$ cat src/design/edge_plane_crossing_top_assert.svh
// assertion macros for the edge plane crossing block
// used by edge_plane_crossing_top only
`ifndef EDGE_PLANE_CROSSING_TOP_ASSERT_SVH
`define EDGE_PLANE_CROSSING_TOP_ASSERT_SVH
// a condition that must hold in the cycle after a trigger
`define EPC_ASSERT_NEXT(lbl, trig, cond, msg) \
  lbl: assert property (@(posedge clk) disable iff (!rst_n) (trig) |=> (cond)) else $error(msg);
// a condition that must hold in the same cycle
`define EPC_ASSERT_NOW(lbl, trig, cond, msg) \
  lbl: assert property (@(posedge clk) disable iff (!rst_n) (trig) |-> (cond)) else $error(msg);
`endif

$ cat src/design/epc_pkg.sv
// shared types and constants for the edge plane crossing block
// no dependencies
`timescale 1ns / 1ps
package epc_pkg;
  localparam int unsigned CoordW = 32;
  localparam int unsigned IdxW   = 32;
  localparam int unsigned DistW  = 67;
  localparam int unsigned TW     = 17;
  localparam int unsigned CfgIdxW = 3;
  localparam logic [CfgIdxW-1:0] REG_PX = 3'd0;
  localparam logic [CfgIdxW-1:0] REG_PY = 3'd1;
  localparam logic [CfgIdxW-1:0] REG_PZ = 3'd2;
  localparam logic [CfgIdxW-1:0] REG_NX = 3'd3;
  localparam logic [CfgIdxW-1:0] REG_NY = 3'd4;
  localparam logic [CfgIdxW-1:0] REG_NZ = 3'd5;
  localparam logic [CfgIdxW-1:0] REG_VC = 3'd6;
  // pipeline depth: 3 front stages, 17 divide steps, 2 lerp stages
  localparam int unsigned Depth = 22;
  typedef struct packed {
    logic signed [CoordW-1:0] ax, ay, az, bx, by, bz;
    logic [IdxW-1:0] lo, hi;
  } edge_t;
endpackage

$ cat src/design/epc_div_step.sv
// one restoring division step of the t ratio
// depends on epc_pkg
`timescale 1ns / 1ps
module epc_div_step (
  input  logic [epc_pkg::DistW:0]   n_i,
  input  logic [epc_pkg::DistW:0]   d_i,
  input  logic [epc_pkg::TW-1:0]    q_i,
  input  logic                      shift_i,
  output logic [epc_pkg::DistW:0]   n_o,
  output logic [epc_pkg::TW-1:0]    q_o
);
  logic [epc_pkg::DistW+1:0] ns;
  logic ge;
  always_comb begin
    ns = shift_i ? {n_i, 1'b0} : {1'b0, n_i};
    ge = ns >= {1'b0, d_i};
    n_o = ge ? (ns[epc_pkg::DistW:0] - d_i) : ns[epc_pkg::DistW:0];
    q_o = {q_i[epc_pkg::TW-2:0], ge};
  end
endmodule

$ cat config.mk
export PLATFORM = sky130hd
export DESIGN_NAME = epc_div_step
export DESIGN_NICKNAME = d
export VERILOG_FILES = /design/src/design/edge_plane_crossing_top_assert.svh /design/src/design/epc_pkg.sv /design/src/design/epc_div_step.sv
export SDC_FILE = /design/constraint.sdc
export NUM_CORES = 1
export LEC_CHECK = 0
export ABC_AREA = 1
export BUFFER_PORTS_ARGS = -buffer_cell sky130_fd_sc_hd__buf_2
export CAP_MARGIN = 20
export CORE_ASPECT_RATIO = 0.7
export CORE_MARGIN = 2
export CORE_UTILIZATION = 55
export DETAILED_ROUTE_END_ITERATION = 10
export GPL_TIMING_DRIVEN = 0
export PLACE_DENSITY = 0.9
export SLEW_MARGIN = 15
export SYNTH_ARGS = -nofsm -noshare
export SYNTH_HDL_FRONTEND = slang
export SYNTH_SLANG_ARGS = --single-unit
export TNS_END_PERCENT = 100
$ cat constraint.sdc
create_clock -name vclk -period 4.95
set_input_delay 0.7425 -clock vclk [all_inputs]
set_output_delay 0.7425 -clock vclk [all_outputs]
set_load 0.02 [all_outputs]
==> summary.md <==
| Metric | Value |
|---|---|
| Fin. Hold Viols | 0 |
| Status | completed |
| Die height | 105 um |
| Most common cell after layout, fill and taps aside | nand2_1 |
| Vias in the first global route | 10200 |
| Nets | 2206 |
| Min-Delay Path Class | input pin to output pin |
| FMAX | 205 MHz |
| HPWL after detailed placement | 29600 um |
| Place WS | -0.557 ns |
| Num rows | 36 |
| Endpoints failing setup | 0 |
| Final setup margin | 0.0739 ns |
| Die ar. | 0.0155 mm2 |
| Type of origin of the critical path | input pin |
| Clock buffer count | 0 |
| Net Count, Synth | 1981 |
| Initial core utilization | 56.9% |
| Fin crit share | 98.5% |
| Crit-path max cell delay | 0.42 ns |
| Arrival time at the worst endpoint | 4.13 ns |
| Post-route DRC | 0 |
| Crit path kind | input pin to output pin |
| Mean Syn Cell Area | 4.55 um2 |
| Buf/Inv on CP | 7 |
| Reg area | 0 um2 |
| Initial antenna violation count | 0 |
| Avg WL per Cell | 15.7 um |
| Commonest cells after routing, fill and taps aside | nand2_1 (815), inv_1 (351), buf_2 (230) |
| Sequential area share after synthesis | 0% |
| Die X-Extent | 148 um |
| DRT Pass-1 Iters | 8 |
| Grt ovf | 0 |
| Max stage delay cell, worst path | o21ai_0 |
| Max Slew Vio Count | 0 |
| FFs & Latches | 0 |
| Crit path top cell by count | nand2_1 |
| Largest net degree at the start of global routing | 11 |
| Drt via density | 5.38 |
| Core Util, Final | 67.4% |
| CP Capture Type | output pin |
| CTS Hold Bufs | 0 |
| Unrepaired setup endpoints after global routing | true |
| IO Pins | 239 |
| I/O Buffers | 221 |
| Fin cells | 2173 |
| FILL cells | 1455 |
| Synth cell types | 32 |
| Area Growth Syn to Fin | 18.3% |
| Min Tclk post-route | 4.88 ns |
| CP top delay family | buffers and inverters |
| Syn Inst Count | 1757 |
| RePlAce Congestion | 1.08 |
| Fin Setup TNS | 0 ns |
| Netlist Area Pre-Place | 0.00800 mm2 |
| Number of max-cap violations | 0 |
| Vias | 11700 |
| Core area | 0.0141 mm2 |
| First-pass GRT wire length | 52100 um |
| CP max FO | 10 |
| Slew HR | 65.4% |
| Layout cell share with drive strength beyond 1 | 15.8% |
| Slew at the pin closest to its max-slew limit | 0.514 ns |
| Critical path required time | 4.21 ns |
| Placed Instances | 2168 |
| Post-route ant nets | 0 |
| Ys Warns | 0 |
| Routed WL | 34100 um |
| DRT iter0 DRCs | 1318 |
| Worst-path cell chain | clkbuf_1 > inv_1 > clkbuf_4 > o21ai_0 > ha_2 > a21oi_1 > o21ai_0 > inv_1 > nand2_1 > a21oi_1 > nand3_2 > nand2_2 > nand2_4 > inv_2 > buf_2 > nand2_1 > nand2_1 > buf_2 |
| All-Layer GR Usage | 42.0% |
Yosys cell counts (4+ instances only):
cell	number	area, um2
inv_1	351	1320
nand3b_1	11	82.6
nand4_1	13	81.3
buf_6	5	56.3
inv_2	11	41.3
buf_2	9	45.0
a21oi_1	74	370
nor2_2	5	31.3
nand3_1	87	435
nand2_1	820	3080
nor3_1	9	45.0
xor2_1	33	289
buf_4	17	128
nand2_2	4	25.0
clkbuf_1	15	56.3
ha_1	69	863
nor2_1	129	484
o21bai_1	10	75.1
o21ai_0	64	320
nor4_1	5	31.3
worst paths after layout:
| check | from | to | slack, ns | cells after the start |
|---|---|---|---|---|
| worst max-delay path | shift_i | n_o[45] | 0.07 | 18 |
| worst min-delay path | q_i[14] | q_o[15] | 1.70 | 2 |
metrics by stage:
stage	hold WS, ns	area (um2)
after floorplan	1.60	8000
after global placement	1.70	9340
after detailed placement	1.70	9340
after CTS	1.70	9370
after global routing	1.71	9460
final	1.70	9470
final cells by class:
class / count / area, um2 / area share, %
multi-input cells: 1348 / 6410 / 67.7
inverters: 363 / 1360 / 14.4
repair buffers: 223 / 1120 / 11.8
well taps: 190 / 238 / 2.51
diodes: 3 / 7.51 / 0.0793
plain buffers: 46 / 325 / 3.44
cell families after synthesis:
group,share of synthesized area (%)
and+or+nand+nor,54.7
xor gates and xnor gates,3.72
adders and majority gates,11.0
buffers and inverters,20.6
AOI/OAI and AO/OA,9.90
per-layer routing:
metal / GRT usage (%) / wire length (um) / vias up
met5: 0 / 0 / -
met4: 11.0 / 1060 / 0
met3: 12.6 / 5770 / 81
met2: 60.3 / 13100 / 798
met1: 60.5 / 14200 / 5078
li1: - / - / 5727
timing repair:
action	4_1_cts	5_1_grt
pin swaps	0	1
setup endpoints to repair	69	69
resized for setup	18	36
setup buffers	0	2
hold endpoints to repair	0	0
